$ cat config.mk
export PLATFORM = sky130hd
export DESIGN_NAME = best_fit_capacity_allocator_core
export DESIGN_NICKNAME = d
export VERILOG_FILES = /design/src/sv/bfca_pkg.sv /design/src/sv/best_fit_capacity_allocator_core.sv /design/src/sv/bfca_scan.sv
export SDC_FILE = /design/constraint.sdc
export NUM_CORES = 1
export LEC_CHECK = 0
export CAP_MARGIN = 15
export CORE_ASPECT_RATIO = 1.4
export CORE_MARGIN = 2
export CORE_UTILIZATION = 45
export CTS_BUF_LIST = sky130_fd_sc_hd__clkbuf_16
export CTS_CLUSTER_SIZE = 16
export DETAILED_ROUTE_END_ITERATION = 16
export DONT_BUFFER_PORTS = 1
export GPL_TIMING_DRIVEN = 0
export SLEW_MARGIN = 20
export SYNTH_ARGS = -nofsm -noshare
export SYNTH_HDL_FRONTEND = slang
export SYNTH_SLANG_ARGS = --single-unit
$ cat constraint.sdc
create_clock -name clock -period 13 [get_ports clock]
set_input_delay 1.95 -clock clock [delete_from_list [all_inputs] [get_ports clock]]
set_output_delay 1.95 -clock clock [all_outputs]
set_load 0.02 [all_outputs]
$ cat src/sv/bfca_pkg.sv
// ---------------------------------------------------------------------------
// bfca_pkg
// Shared constants, codes and types of the best-fit capacity allocator.
// ---------------------------------------------------------------------------
`default_nettype none

package bfca_pkg;

   localparam int FLOORS     = 16;
   localparam int CAP_BITS   = 16;
   localparam int POOL_W     = 5;
   localparam int TOT_W      = 20;
   localparam int UNITS_W    = 16;
   localparam int DEMAND_W   = 20;
   localparam int CAPIN_W    = 16;

   localparam int IDX_W      = (FLOORS > 1) ? $clog2(FLOORS) : 1;
   localparam int CNT_W      = $clog2(FLOORS + 1);
   localparam int CMP_W      = (TOT_W > CAP_BITS) ? TOT_W : CAP_BITS;
   localparam int SUM_W      = CMP_W + 1;

   // request beat: pool_number, pool_capacity, demand from bit 0 up
   localparam int REQ_FIELDS_W = POOL_W + CAPIN_W + DEMAND_W;
   localparam int REQ_DATA_W   = ((REQ_FIELDS_W + 7) / 8) * 8;
   localparam int RSP_FIELDS_W = POOL_W + UNITS_W;
   localparam int RSP_DATA_W   = ((RSP_FIELDS_W + 7) / 8) * 8;

   localparam logic [TOT_W-1:0] TOTAL_MAX = '1;

   localparam logic REQ_LOAD    = 1'b0;
   localparam logic REQ_BOOK    = 1'b1;
   localparam logic STAT_ENTRY  = 1'b0;
   localparam logic STAT_REJECT = 1'b1;

   typedef logic [IDX_W-1:0]    idx_type;
   typedef logic [CAP_BITS-1:0] cap_type;
   typedef logic [TOT_W-1:0]    tot_type;

   typedef struct packed {
      logic    clear;
      logic    vld;
      idx_type idx;
      cap_type cap;
   } scan_beat_type;

   typedef struct packed {
      logic    fit_found;
      idx_type idx;
      cap_type cap;
   } scan_sel_type;

endpackage

`default_nettype wire

$ cat src/sv/best_fit_capacity_allocator_core.sv
// ---------------------------------------------------------------------------
// best_fit_capacity_allocator_core
// Pool capacity store with best-fit splitting of bookings over the pools.
// ---------------------------------------------------------------------------
// Usage:
//   req_* carries load and booking beats (req_tuser 0 = load, 1 = booking).
//   A load gives no response. A booking that exceeds the running total, or
//   that finds every pool empty, gives one rejected beat (rsp_tuser 1).
//   Otherwise one rsp beat per pool used comes out in ascending pool order,
//   rsp_tlast on the final one. A booking of 0 is dropped.
//   Each selection pass reads the capacity memory once per pool through
//   its single read port and then writes back the chosen pool, up to
//   FLOORS passes; the readout then walks the booking memory.
//   One item is in work at a time; req_tready is high only while idle.
//   The response sits in an output register, so loads keep flowing while a
//   beat waits; a stalled receiver holds the readout walk in place.
//   Reset empties all pools and the total at once through per-entry valid
//   bits; no clearing pass is needed.
// ---------------------------------------------------------------------------
`default_nettype none

module best_fit_capacity_allocator_core (
   input  logic                               clock,
   input  logic                               reset,
   input  logic                               req_tvalid,
   output logic                               req_tready,
   // pool_number [4:0], pool_capacity [20:5], demand [40:21]
   input  logic [bfca_pkg::REQ_DATA_W-1:0]    req_tdata,
   // req_type
   input  logic [0:0]                         req_tuser,
   output logic                               rsp_tvalid,
   input  logic                               rsp_tready,
   // assigned_pool [4:0], units_booked [20:5]
   output logic [bfca_pkg::RSP_DATA_W-1:0]    rsp_tdata,
   // status
   output logic [0:0]                         rsp_tuser,
   output logic                               rsp_tlast
);
   import bfca_pkg::*;

   typedef enum logic [2:0] {
      ST_IDLE,
      ST_SCAN,
      ST_UPDATE,
      ST_EMIT_RD,
      ST_EMIT_WR,
      ST_REJECT
   } state_type;

   state_type          state_ff, state_in;
   logic [CNT_W-1:0]   cnt_ff, cnt_in;
   logic [CNT_W-1:0]   pass_ff, pass_in;
   tot_type            outstanding_ff, outstanding_in;
   tot_type            total_ff, total_in;
   idx_type            last_idx_ff, last_idx_in;
   logic               any_ff, any_in;
   logic               rd_vld_ff, rd_vld_in;
   idx_type            rd_idx_ff, rd_idx_in;
   logic               out_valid_ff, out_valid_in;
   logic               out_status_ff, out_status_in;
   logic [POOL_W-1:0]  out_pool_ff, out_pool_in;
   logic [UNITS_W-1:0] out_units_ff, out_units_in;
   logic               out_last_ff, out_last_in;

   cap_type            cap_mem [FLOORS];
   logic               cap_vbit_ff [FLOORS];
   cap_type            book_mem [FLOORS];
   logic               book_flag_ff [FLOORS];
   cap_type            cap_rd_ff;
   logic               cap_rd_vbit_ff;
   cap_type            book_rd_ff;

   logic               cap_we;
   idx_type            cap_waddr;
   cap_type            cap_wdata;
   logic               book_we;
   logic               book_clear;
   idx_type            rd_addr;

   logic [POOL_W-1:0]   req_pool;
   logic [CAPIN_W-1:0]  req_cap_raw;
   logic [DEMAND_W-1:0] req_demand;
   logic                accept;
   logic                slot_free;
   logic                pool_ok;
   idx_type             load_idx;
   cap_type             cap_in_val;
   logic [SUM_W-1:0]    sum;
   tot_type             total_sat;
   cap_type             take;
   tot_type             out_left;
   logic [CNT_W-1:0]    pass_next;
   logic [IDX_W:0]      pool_num;
   logic                scan_start;
   scan_beat_type       scan_beat;
   scan_sel_type        scan_sel;

   assign req_pool    = req_tdata[POOL_W-1:0];
   assign req_cap_raw = req_tdata[POOL_W+CAPIN_W-1:POOL_W];
   assign req_demand  = req_tdata[REQ_FIELDS_W-1:POOL_W+CAPIN_W];

   assign req_tready = (state_ff == ST_IDLE);
   assign accept     = req_tvalid && req_tready;
   assign slot_free  = !out_valid_ff || rsp_tready;

   assign pool_ok    = (req_pool != '0) && (int'(req_pool) <= FLOORS);
   assign load_idx   = IDX_W'(req_pool - 5'd1);
   assign cap_in_val = CAP_BITS'(req_cap_raw);
   assign sum        = SUM_W'(total_ff) + SUM_W'(cap_in_val);
   assign total_sat  = (sum > SUM_W'(TOTAL_MAX)) ? TOTAL_MAX : TOT_W'(sum);

   assign rd_addr    = (cnt_ff < CNT_W'(FLOORS)) ? cnt_ff[IDX_W-1:0] : '0;
   assign pool_num   = {1'b0, rd_addr} + 1'b1;
   assign pass_next  = pass_ff + 1'b1;

   // the amount taken from the chosen pool never exceeds what is outstanding (the min)
   assign take     = (CMP_W'(scan_sel.cap) < CMP_W'(outstanding_ff)) ?
                     scan_sel.cap : CAP_BITS'(outstanding_ff);
   assign out_left = outstanding_ff - TOT_W'(take);

   assign scan_beat.clear = scan_start;
   assign scan_beat.vld   = rd_vld_ff;
   assign scan_beat.idx   = rd_idx_ff;
   assign scan_beat.cap   = cap_rd_vbit_ff ? cap_rd_ff : '0;

   bfca_scan u_scan (
      .clock       (clock),
      .reset       (reset),
      .beat        (scan_beat),
      .outstanding (outstanding_ff),
      .sel         (scan_sel)
   );

   always_comb begin
      state_in       = state_ff;
      cnt_in         = cnt_ff;
      pass_in        = pass_ff;
      outstanding_in = outstanding_ff;
      total_in       = total_ff;
      last_idx_in    = last_idx_ff;
      any_in         = any_ff;
      rd_vld_in      = 1'b0;
      rd_idx_in      = rd_addr;
      out_valid_in   = out_valid_ff && !rsp_tready;
      out_status_in  = out_status_ff;
      out_pool_in    = out_pool_ff;
      out_units_in   = out_units_ff;
      out_last_in    = out_last_ff;
      cap_we         = 1'b0;
      cap_waddr      = load_idx;
      cap_wdata      = cap_in_val;
      book_we        = 1'b0;
      book_clear     = 1'b0;
      scan_start     = 1'b0;
      case (state_ff)
         ST_IDLE: begin
            if (accept) begin
               if (req_tuser[0] == REQ_LOAD) begin
                  if (pool_ok) begin
                     cap_we   = 1'b1;
                     total_in = total_sat;
                  end
               end else if (req_demand != '0) begin
                  if (req_demand > total_ff) begin
                     state_in = ST_REJECT;
                  end else begin
                     total_in       = total_ff - req_demand;
                     outstanding_in = req_demand;
                     book_clear     = 1'b1;
                     any_in         = 1'b0;
                     last_idx_in    = '0;
                     pass_in        = '0;
                     cnt_in         = '0;
                     scan_start     = 1'b1;
                     state_in       = ST_SCAN;
                  end
               end
            end
         end
         ST_SCAN: begin
            if (cnt_ff < CNT_W'(FLOORS)) begin
               cnt_in    = cnt_ff + 1'b1;
               rd_vld_in = 1'b1;
            end else if (!rd_vld_ff) begin
               state_in = ST_UPDATE;
            end
         end
         ST_UPDATE: begin
            cnt_in = '0;
            if (scan_sel.cap == '0) begin
               // every pool is empty
               state_in = any_ff ? ST_EMIT_RD : ST_REJECT;
            end else begin
               cap_we         = 1'b1;
               cap_waddr      = scan_sel.idx;
               cap_wdata      = scan_sel.cap - take;
               book_we        = 1'b1;
               any_in         = 1'b1;
               if (!any_ff || (scan_sel.idx > last_idx_ff)) begin
                  last_idx_in = scan_sel.idx;
               end
               outstanding_in = out_left;
               pass_in        = pass_next;
               if ((out_left == '0) || (pass_next >= CNT_W'(FLOORS))) begin
                  state_in = ST_EMIT_RD;
               end else begin
                  scan_start = 1'b1;
                  state_in   = ST_SCAN;
               end
            end
         end
         ST_EMIT_RD: begin
            if (cnt_ff >= CNT_W'(FLOORS)) begin
               state_in = ST_IDLE;
            end else if (book_flag_ff[rd_addr]) begin
               state_in = ST_EMIT_WR;
            end else begin
               cnt_in = cnt_ff + 1'b1;
            end
         end
         ST_EMIT_WR: begin
            if (slot_free) begin
               out_valid_in  = 1'b1;
               out_status_in = STAT_ENTRY;
               out_pool_in   = POOL_W'(pool_num);
               out_units_in  = UNITS_W'(book_rd_ff);
               out_last_in   = (rd_addr == last_idx_ff);
               cnt_in        = cnt_ff + 1'b1;
               state_in      = ST_EMIT_RD;
            end
         end
         ST_REJECT: begin
            if (slot_free) begin
               out_valid_in  = 1'b1;
               out_status_in = STAT_REJECT;
               out_pool_in   = '0;
               out_units_in  = '0;
               out_last_in   = 1'b1;
               state_in      = ST_IDLE;
            end
         end
         default: begin
            state_in = ST_IDLE;
         end
      endcase
   end

   always_ff @(posedge clock) begin
      if (reset) begin
         state_ff     <= ST_IDLE;
         cnt_ff       <= '0;
         pass_ff      <= '0;
         total_ff     <= '0;
         any_ff       <= 1'b0;
         rd_vld_ff    <= 1'b0;
         out_valid_ff <= 1'b0;
      end else begin
         state_ff     <= state_in;
         cnt_ff       <= cnt_in;
         pass_ff      <= pass_in;
         total_ff     <= total_in;
         any_ff       <= any_in;
         rd_vld_ff    <= rd_vld_in;
         out_valid_ff <= out_valid_in;
      end
   end

   always_ff @(posedge clock) begin
      outstanding_ff <= outstanding_in;
      last_idx_ff    <= last_idx_in;
      rd_idx_ff      <= rd_idx_in;
      out_status_ff  <= out_status_in;
      out_pool_ff    <= out_pool_in;
      out_units_ff   <= out_units_in;
      out_last_ff    <= out_last_in;
   end

   // capacity memory, an entry without its valid bit reads as empty
   always_ff @(posedge clock) begin
      if (cap_we) begin
         cap_mem[cap_waddr] <= cap_wdata;
      end
      cap_rd_ff <= cap_mem[rd_addr];
   end

   always_ff @(posedge clock) begin
      if (reset) begin
         for (int i = 0; i < FLOORS; i++) begin
            cap_vbit_ff[i] <= 1'b0;
         end
      end else if (cap_we) begin
         cap_vbit_ff[cap_waddr] <= 1'b1;
      end
      cap_rd_vbit_ff <= cap_vbit_ff[rd_addr];
   end

   // per-booking units, flags cleared when a booking starts
   always_ff @(posedge clock) begin
      if (book_we) begin
         book_mem[scan_sel.idx] <= take;
      end
      book_rd_ff <= book_mem[rd_addr];
   end

   always_ff @(posedge clock) begin
      if (reset || book_clear) begin
         for (int i = 0; i < FLOORS; i++) begin
            book_flag_ff[i] <= 1'b0;
         end
      end else if (book_we) begin
         book_flag_ff[scan_sel.idx] <= 1'b1;
      end
   end

   assign rsp_tvalid = out_valid_ff;
   assign rsp_tuser  = out_status_ff;
   assign rsp_tlast  = out_last_ff;
   assign rsp_tdata  = RSP_DATA_W'({out_units_ff, out_pool_ff});

endmodule

`default_nettype wire

$ cat src/sv/bfca_scan.sv
// ---------------------------------------------------------------------------
// bfca_scan
// Running best-fit / largest-pool selection over one pass of capacity reads.
// ---------------------------------------------------------------------------
`default_nettype none

module bfca_scan (
   input  logic                   clock,
   input  logic                   reset,
   input  bfca_pkg::scan_beat_type beat,
   input  bfca_pkg::tot_type      outstanding,
   output bfca_pkg::scan_sel_type sel
);
   import bfca_pkg::*;

   logic    fit_found_ff, fit_found_in;
   logic    big_found_ff, big_found_in;
   idx_type fit_idx_ff, fit_idx_in;
   idx_type big_idx_ff, big_idx_in;
   cap_type fit_cap_ff, fit_cap_in;
   cap_type big_cap_ff, big_cap_in;
   logic    is_fit;
   logic    take_fit;
   logic    take_big;

   assign is_fit   = CMP_W'(beat.cap) >= CMP_W'(outstanding);
   // "<=" and ">=" let the later, higher-numbered pool win ties
   assign take_fit = is_fit && (!fit_found_ff || (beat.cap <= fit_cap_ff));
   assign take_big = !big_found_ff || (beat.cap >= big_cap_ff);

   always_comb begin
      fit_found_in = fit_found_ff;
      big_found_in = big_found_ff;
      fit_idx_in   = fit_idx_ff;
      big_idx_in   = big_idx_ff;
      fit_cap_in   = fit_cap_ff;
      big_cap_in   = big_cap_ff;
      if (beat.clear) begin
         fit_found_in = 1'b0;
         big_found_in = 1'b0;
      end else if (beat.vld) begin
         if (take_fit) begin
            fit_found_in = 1'b1;
            fit_idx_in   = beat.idx;
            fit_cap_in   = beat.cap;
         end
         if (take_big) begin
            big_found_in = 1'b1;
            big_idx_in   = beat.idx;
            big_cap_in   = beat.cap;
         end
      end
   end

   always_ff @(posedge clock) begin
      if (reset) begin
         fit_found_ff <= 1'b0;
         big_found_ff <= 1'b0;
      end else begin
         fit_found_ff <= fit_found_in;
         big_found_ff <= big_found_in;
      end
   end

   always_ff @(posedge clock) begin
      fit_idx_ff <= fit_idx_in;
      big_idx_ff <= big_idx_in;
      fit_cap_ff <= fit_cap_in;
      big_cap_ff <= big_cap_in;
   end

   assign sel.fit_found = fit_found_ff;
   assign sel.idx       = fit_found_ff ? fit_idx_ff : big_idx_ff;
   assign sel.cap       = fit_found_ff ? fit_cap_ff : big_cap_ff;

endmodule

`default_nettype wire

==> reports/qor.csv, run 1 <==
metric,value,unit
synth_ff_type,edfxtp_1,
syn_to_final_growth,13.2,%
routed_wl,110000,um
fp.dieArea,76000,um^2
core_area,72900,um^2
place.gp.congestion,0.958,
power.switching,1.97,mW
setup_slack,1.77,ns
crit_buf_inv,10,
cts_hold_buf,0,
clk_pin_slew_worst_paths,0.06,ns
drc_errors,0,
rrSetupSlack,1.77,ns
power.share.sequential,43.3,%
ios,81,
path_common_cell,clkbuf_1,
grt_use_total,28.7,%
grt_pass1_wl,157000,um
power,6.22,mW
sw_frac_of_total,31.7,%
critical-path-slowest-cell,nor4_4,
hpwl,81400,um
crit_path_end_kind,flip-flop,
yosysSeqAreaShare,60.6,%
cts_resized,0,
postCtsSetupRepairBufs,0,
maxCapViolations,0,
hold_viol,0,
cp_top_family,buffers and inverters,
start_kind,flip-flop,
leakagePower,12.9,nW
htreeDepth,3,
cts_buffers,71,
setup_viol,0,
p_per_area,165,nW/um^2
drtIter0Drc,2075,
netlist_area,33200,um^2
fp.dieW,234,um
synth_warnings,0,
critPathKind,reg -> reg,
fillers,6297,
avgSynthCellArea,12.4,um^2
p_int,4.25,mW
crit_path_max_incr_delay,0.75,ns
clock-sinks,706,
first_pass_iters,7,
die_y,325,um
timing.final.crit_share,86.4,%
required,13.33,ns
drive_gt1_share,9.76,%
clock_latency,0.64,ns
peakVddDrop,111,uV
syn_inst,2675,
rsz0062_at_grt,false,
grt_max_degree,21,
grt_overflow,0,
skew,0.0288,ns
clock_power_share,33.0,%
ant_nets,0,
post-place-ws,1.80,ns
antenna_found_initial,4,
fin_setup_tns,0,ns
hold_path_class,reg -> reg,
ys_ff_latch,706,
synth-edff-count,599,
power_frac_comb,23.7,%
viasPerCell,6.12,
worst_slew_pin_slew,1.18,ns
fin_crit,11.23,ns
final_nets,2955,
synthArstFlopShare,0,%
placed_area,35300,um^2
via_count,23200,
clock_path_buffers,3,
drv_slew,0,
worstPathMaxFanout,11,
fin_area,37600,um^2
max_freq,0.0891,GHz
grt_pass1_vias,23800,
ys_types,94,
status,completed,
rows,117,
start_util,45.6,%
port_buffers,0,
slew_headroom,20.4,%
cts_tree,yes,
wl_per_cell,28.8,um
worstPathArrival,11.56,ns
clock-root-buffer,clkbuf_16,
==> sequential cells by signal, indices dropped and copies added (netlist names), 20 cells and up <==
signal and flops:
book_mem 256, cap_mem 256, outstanding_ff 20, total_ff 20
==> cell usage in the layout (no fill, tap or decap), drive strengths merged, types with 19 or more instances in the layout <==
cell type  Yosys  layout
dfxtp        107     107
inv          119     141
edfxtp       599     599
clkbuf       108     179
a21oi        205     205
a32o          33      33
nor2         203     203
xnor2         53      53
nand2b        19      19
a21o          33      33
buf           35      66
o221ai        68      68
xor2          28      28
nand2        186     186
mux2i        188     188
ha           119     119
and2          37      37
mux2          38      38
a221oi        35      35
nand3         33      33
o21a          28      28
nor3          34      34
o21ai        126     126
clkinv         1      27
==> path summary, 6_finish.rpt <==
| path | from | endpoint | cells past startpoint |
|---|---|---|---|
| worst max-delay path | u_scan.fit_found_ff$_SDFFE_PP0P_ | u_scan.fit_cap_ff[5]$_DFFE_PP_ | 29 |
| worst max register to register | u_scan.fit_found_ff$_SDFFE_PP0P_ | u_scan.fit_cap_ff[5]$_DFFE_PP_ | 29 |
| worst min register to register | rd_idx_ff[0]$_DFF_P_ | u_scan.big_idx_ff[0]$_DFFE_PP_ | 0 |
| worst min-delay path | rd_idx_ff[0]$_DFF_P_ | u_scan.big_idx_ff[0]$_DFFE_PP_ | 0 |
==> cell families after synthesis <==
logic type,share of synthesized area [%]
multiplexers,7.10
buffers and inverters,3.19
adder cells (fa/ha/maj),4.72
XOR/XNOR,2.14
other,0.0113
flip-flops,60.6
AO/OA/AOI/OAI,13.8
AND/OR/NAND/NOR,8.40
==> cell usage after synthesis, types with 5 or more instances <==
cell | number | area (um^2)
a211o_1 | 6 | 52.6
a211oi_1 | 16 | 120
a21boi_0 | 5 | 37.5
a21o_1 | 33 | 248
a21oi_1 | 204 | 1020
a221o_1 | 17 | 170
a221oi_1 | 35 | 307
a22oi_1 | 6 | 45.0
a311oi_1 | 5 | 43.8
a31oi_1 | 16 | 100
a32o_1 | 33 | 330
and2_1 | 37 | 231
buf_1 | 24 | 90.1
clkbuf_1 | 106 | 398
dfxtp_1 | 107 | 2140
edfxtp_1 | 599 | 18000
ha_1 | 119 | 1490
inv_1 | 116 | 435
mux2_2 | 38 | 428
mux2i_1 | 187 | 1870
nand2_1 | 185 | 694
nand2b_1 | 19 | 119
nand3_1 | 33 | 165
nand4_1 | 13 | 81.3
nor2_1 | 202 | 758
nor2b_1 | 16 | 100
nor3_1 | 32 | 160
nor4_1 | 16 | 100
nor4b_1 | 5 | 43.8
o211ai_1 | 7 | 52.6
o21a_1 | 28 | 210
o21ai_0 | 112 | 561
o21ai_1 | 14 | 70.1
o21bai_1 | 9 | 67.6
o221ai_1 | 68 | 596
o22ai_1 | 6 | 37.5
o31a_1 | 6 | 52.6
o31ai_1 | 8 | 60.1
o41ai_1 | 5 | 43.8
or2_2 | 5 | 31.3
or3_1 | 8 | 50.1
xnor2_1 | 53 | 464
xor2_1 | 28 | 245
==> per-stage QoR <==
| step | hold slack (ns) | cells | utilization [%] |
|---|---|---|---|
| after detailed placement | 0.414 | 3660 | 48.4 |
| after floorplan | 0.404 | 2677 | - |
| after global placement | 0.413 | 3629 | 47.2 |
| after global routing | 0.449 | 3797 | 51.6 |
| final | 0.430 | 3797 | 51.6 |
| after CTS | 0.437 | 3791 | 51.5 |
==> worst reg2reg max path: cells and delay by family, from the launching register on <==
family	cells	cell delay, ns
muxes	1	0.64
AOI/OAI and AO/OA	6	2.20
and+or+nand+nor	9	3.09
adders and majority gates	3	0.94
buffers and inverters	10	3.66
DFF	1	0.41
==> metal layers <==
| layer | routed length [um] | up-vias | global-route usage, % |
|---|---|---|---|
| li1 | - | 10400 | - |
| met1 | 37700 | 11500 | 30.3 |
| met2 | 57300 | 943 | 51.8 |
| met3 | 5910 | 367 | 4.19 |
| met4 | 8590 | 0 | 20.2 |
| met5 | 0 | - | 0 |
==> area by class of cell <==
type	count	area, um^2	area share, %
sequential	706	20100	53.5
multi-input combinational	1708	12400	33.0
clock buffer	71	1780	4.73
tap	952	1190	3.17
buffer	143	611	1.62
clock inverter	60	522	1.39
timing repair buffer	31	507	1.35
inverter	120	450	1.20
antenna	6	15.0	0.0399
==> power by group through the flow <==
stage               Sequential [mW]  Combinational, mW  Clock [mW]
finish                         2.69               1.47        2.05
global route                   2.70               1.57        2.15
detailed placement             2.74               1.46           0
floorplan                      2.71              0.930           0
CTS                            2.69               1.47        2.07
global placement               2.75               1.40           0
Power figures use the tool's default switching activity.
==> inputs of run 2 (changes only) <==
--- a/config.mk
+++ b/config.mk
@@ -17,4 +17,5 @@
 export SLEW_MARGIN = 20
 export SYNTH_ARGS = -nofsm -noshare
 export SYNTH_HDL_FRONTEND = slang
+export SYNTH_HIERARCHICAL = 1
 export SYNTH_SLANG_ARGS = --single-unit
==> run 2 against run 1 <==
Against the previous run: via count down 1.8%; hold slack got worse by 0.0016 ns; critical endpoint is now u_scan/fit_idx_ff[2]$_DFFE_PP_; utilization shrank 0.48 points; area after synthesis fell by 0.57%; clock power barely moved; highest routed layer is now met5; critical path type unchanged.
==> reports/qor.csv, run 2 <==
metric,value,unit
cts_tree,yes,
fin_util,51.1,%
timing.rr.end,u_scan/fit_idx_ff[2]$_DFFE_PP_,
wl_met1,37700,um
path_common_cell,clkbuf_1,
critPathKind,reg -> reg,
synth_warnings,6,
top_layer_used,met5,
clock_path_buffers,3,
holdPathEnd,u_scan/fit_idx_ff[0]$_DFFE_PP_,
leakagePower,12.8,nW
worstPathMaxFanout,17,
start_kind,flip-flop,
rows,117,
fp.dieW,233,um
grt_pass1_wl,148000,um
grt_pass1_vias,23100,
placedCellCount,3630,
cts_buffers,71,
placed_area,34900,um^2
clock-sinks,706,
crit_path_end_kind,flip-flop,
biggestRegsByFlops,"book_mem (256), cap_mem (256)",
status,completed,
avgSynthCellArea,12.5,um^2
fin_crit,9.64,ns
min_from,rd_idx_ff[0]$_DFF_P_,
die_y,325,um
fin_setup_tns,0,ns
worstReg2RegStart,u_scan/fit_found_ff$_SDFFE_PP0P_,
wl_per_cell,27.0,um
hold_path_class,reg -> reg,
drive_gt1_share,9.15,%
required,13.33,ns
grt_overflow,0,
fin_area,37200,um^2
grt_max_degree,24,
wl_met2,52200,um
r2r_cells,31,
peakVddDrop,93.5,uV
routed_wl,102000,um
rsz0062_at_grt,false,
core_area,72800,um^2
drc_errors,0,
viasPerCell,6.06,
max_freq,0.104,GHz
first_pass_iters,6,
slew_headroom,17.1,%
p_per_area,155,nW/um^2
layout_commonest_cell,edfxtp_1,
hold_viol,0,
critical-path-slowest-cell,a21o_1,
htreeDepth,3,
clock_latency,0.64,ns
clock-root-buffer,clkbuf_16,
cts_resized,0,
postCtsSetupRepairBufs,0,
syn_to_final_growth,12.6,%
stdcell_count,3766,
setup_slack,3.36,ns
crit_path_max_incr_delay,0.67,ns
place.gp.congestion,0.956,
hpwl,73400,um
grt_use_total,26.9,%
timing.final.crit_share,74.2,%
ios,81,
antenna_found_initial,6,
skew,0.0258,ns
cts_hold_buf,0,
final_nets,2940,
fp.dieArea,75600,um^2
syn_inst,2642,
ant_nets,0,
drv_slew,0,
worstPathArrival,9.97,ns
port_buffers,0,
hold-path-cell-count,0,
maxCapViolations,0,
netlist_area,33000,um^2
final_cell_mix,"edfxtp_1 (599), a21oi_1 (202), nand2_1 (188)",
post-place-ws,3.46,ns
setup_viol,0,
clk_pin_slew_worst_paths,0.06,ns
dr_wl_met3,5520,um
rrSetupSlack,3.36,ns
start_util,45.4,%
via_count,22800,
drtIter0Drc,2058,
worst_slew_pin_slew,1.23,ns
## run 2: changes by cell type in the layout (fill, tap and decap cells not counted), moves of 13 or more
cell and delta:
ha_1 +15, inv_1 +22, nand3_1 -13, nor2_1 -43, o21ai_0 +27, xnor2_1 -13
## run 2: where the power goes
group | internal, mW | switching, mW
sequential | 2.58 | 0.0616
clock | 1.14 | 0.892
combinational | 0.365 | 0.722
total | 4.08 | 1.68
## run 2: cell type report
| cell class | instances | area, um^2 |
|---|---|---|
| Fill cell | 6282 | 35600 |
| Sequential cell | 706 | 20100 |
| Multi-Input combinational cell | 1665 | 12100 |
| Clock buffer | 74 | 1850 |
| Tap cell | 952 | 1190 |
| Buffer | 138 | 568 |
| Inverter | 135 | 507 |
| Clock inverter | 56 | 437 |
| Timing Repair Buffer | 34 | 410 |
| Antenna cell | 6 | 15.0 |
## run 2: routing by layer
metal	vias to the layer above	track usage, %
met5	-	0
met4	2	15.7
met3	250	4.13
met2	892	47.5
met1	11400	30.6
li1	10300	-
## run 2: worst max path at each step
| stage | end | from | slack [ns] |
|---|---|---|---|
| floorplan | u_scan/big_cap_ff[0]$_DFFE_PP_ | u_scan/fit_found_ff$_SDFFE_PP0P_ | 5.34 |
| global placement | u_scan/big_cap_ff[0]$_DFFE_PP_ | u_scan/fit_found_ff$_SDFFE_PP0P_ | 0.95 |
| detailed placement | u_scan/fit_cap_ff[9]$_DFFE_PP_ | u_scan/fit_found_ff$_SDFFE_PP0P_ | 3.46 |
| CTS | u_scan/fit_idx_ff[2]$_DFFE_PP_ | u_scan/fit_found_ff$_SDFFE_PP0P_ | 3.42 |
| global route | u_scan/fit_idx_ff[2]$_DFFE_PP_ | u_scan/fit_found_ff$_SDFFE_PP0P_ | 2.76 |
| finish | u_scan/fit_idx_ff[2]$_DFFE_PP_ | u_scan/fit_found_ff$_SDFFE_PP0P_ | 3.36 |
## run 2: through the flow
step,power (mW),hold WS (ns)
finish,5.75,0.428
global route,5.94,0.438
CTS,5.77,0.433
detailed placement,3.76,0.416
global placement,3.72,0.410
floorplan,3.36,0.404
## run 2: worst max-delay path, delay by kind of cell, from the launching register on
family	cells	cell delay (ns)
adder cells (fa/ha/maj)	2	0.73
AND/OR/NAND/NOR	8	1.48
flip-flops	1	0.30
buffers and inverters	8	2.71
XOR/XNOR	1	0.20
AO/OA/AOI/OAI	12	3.90
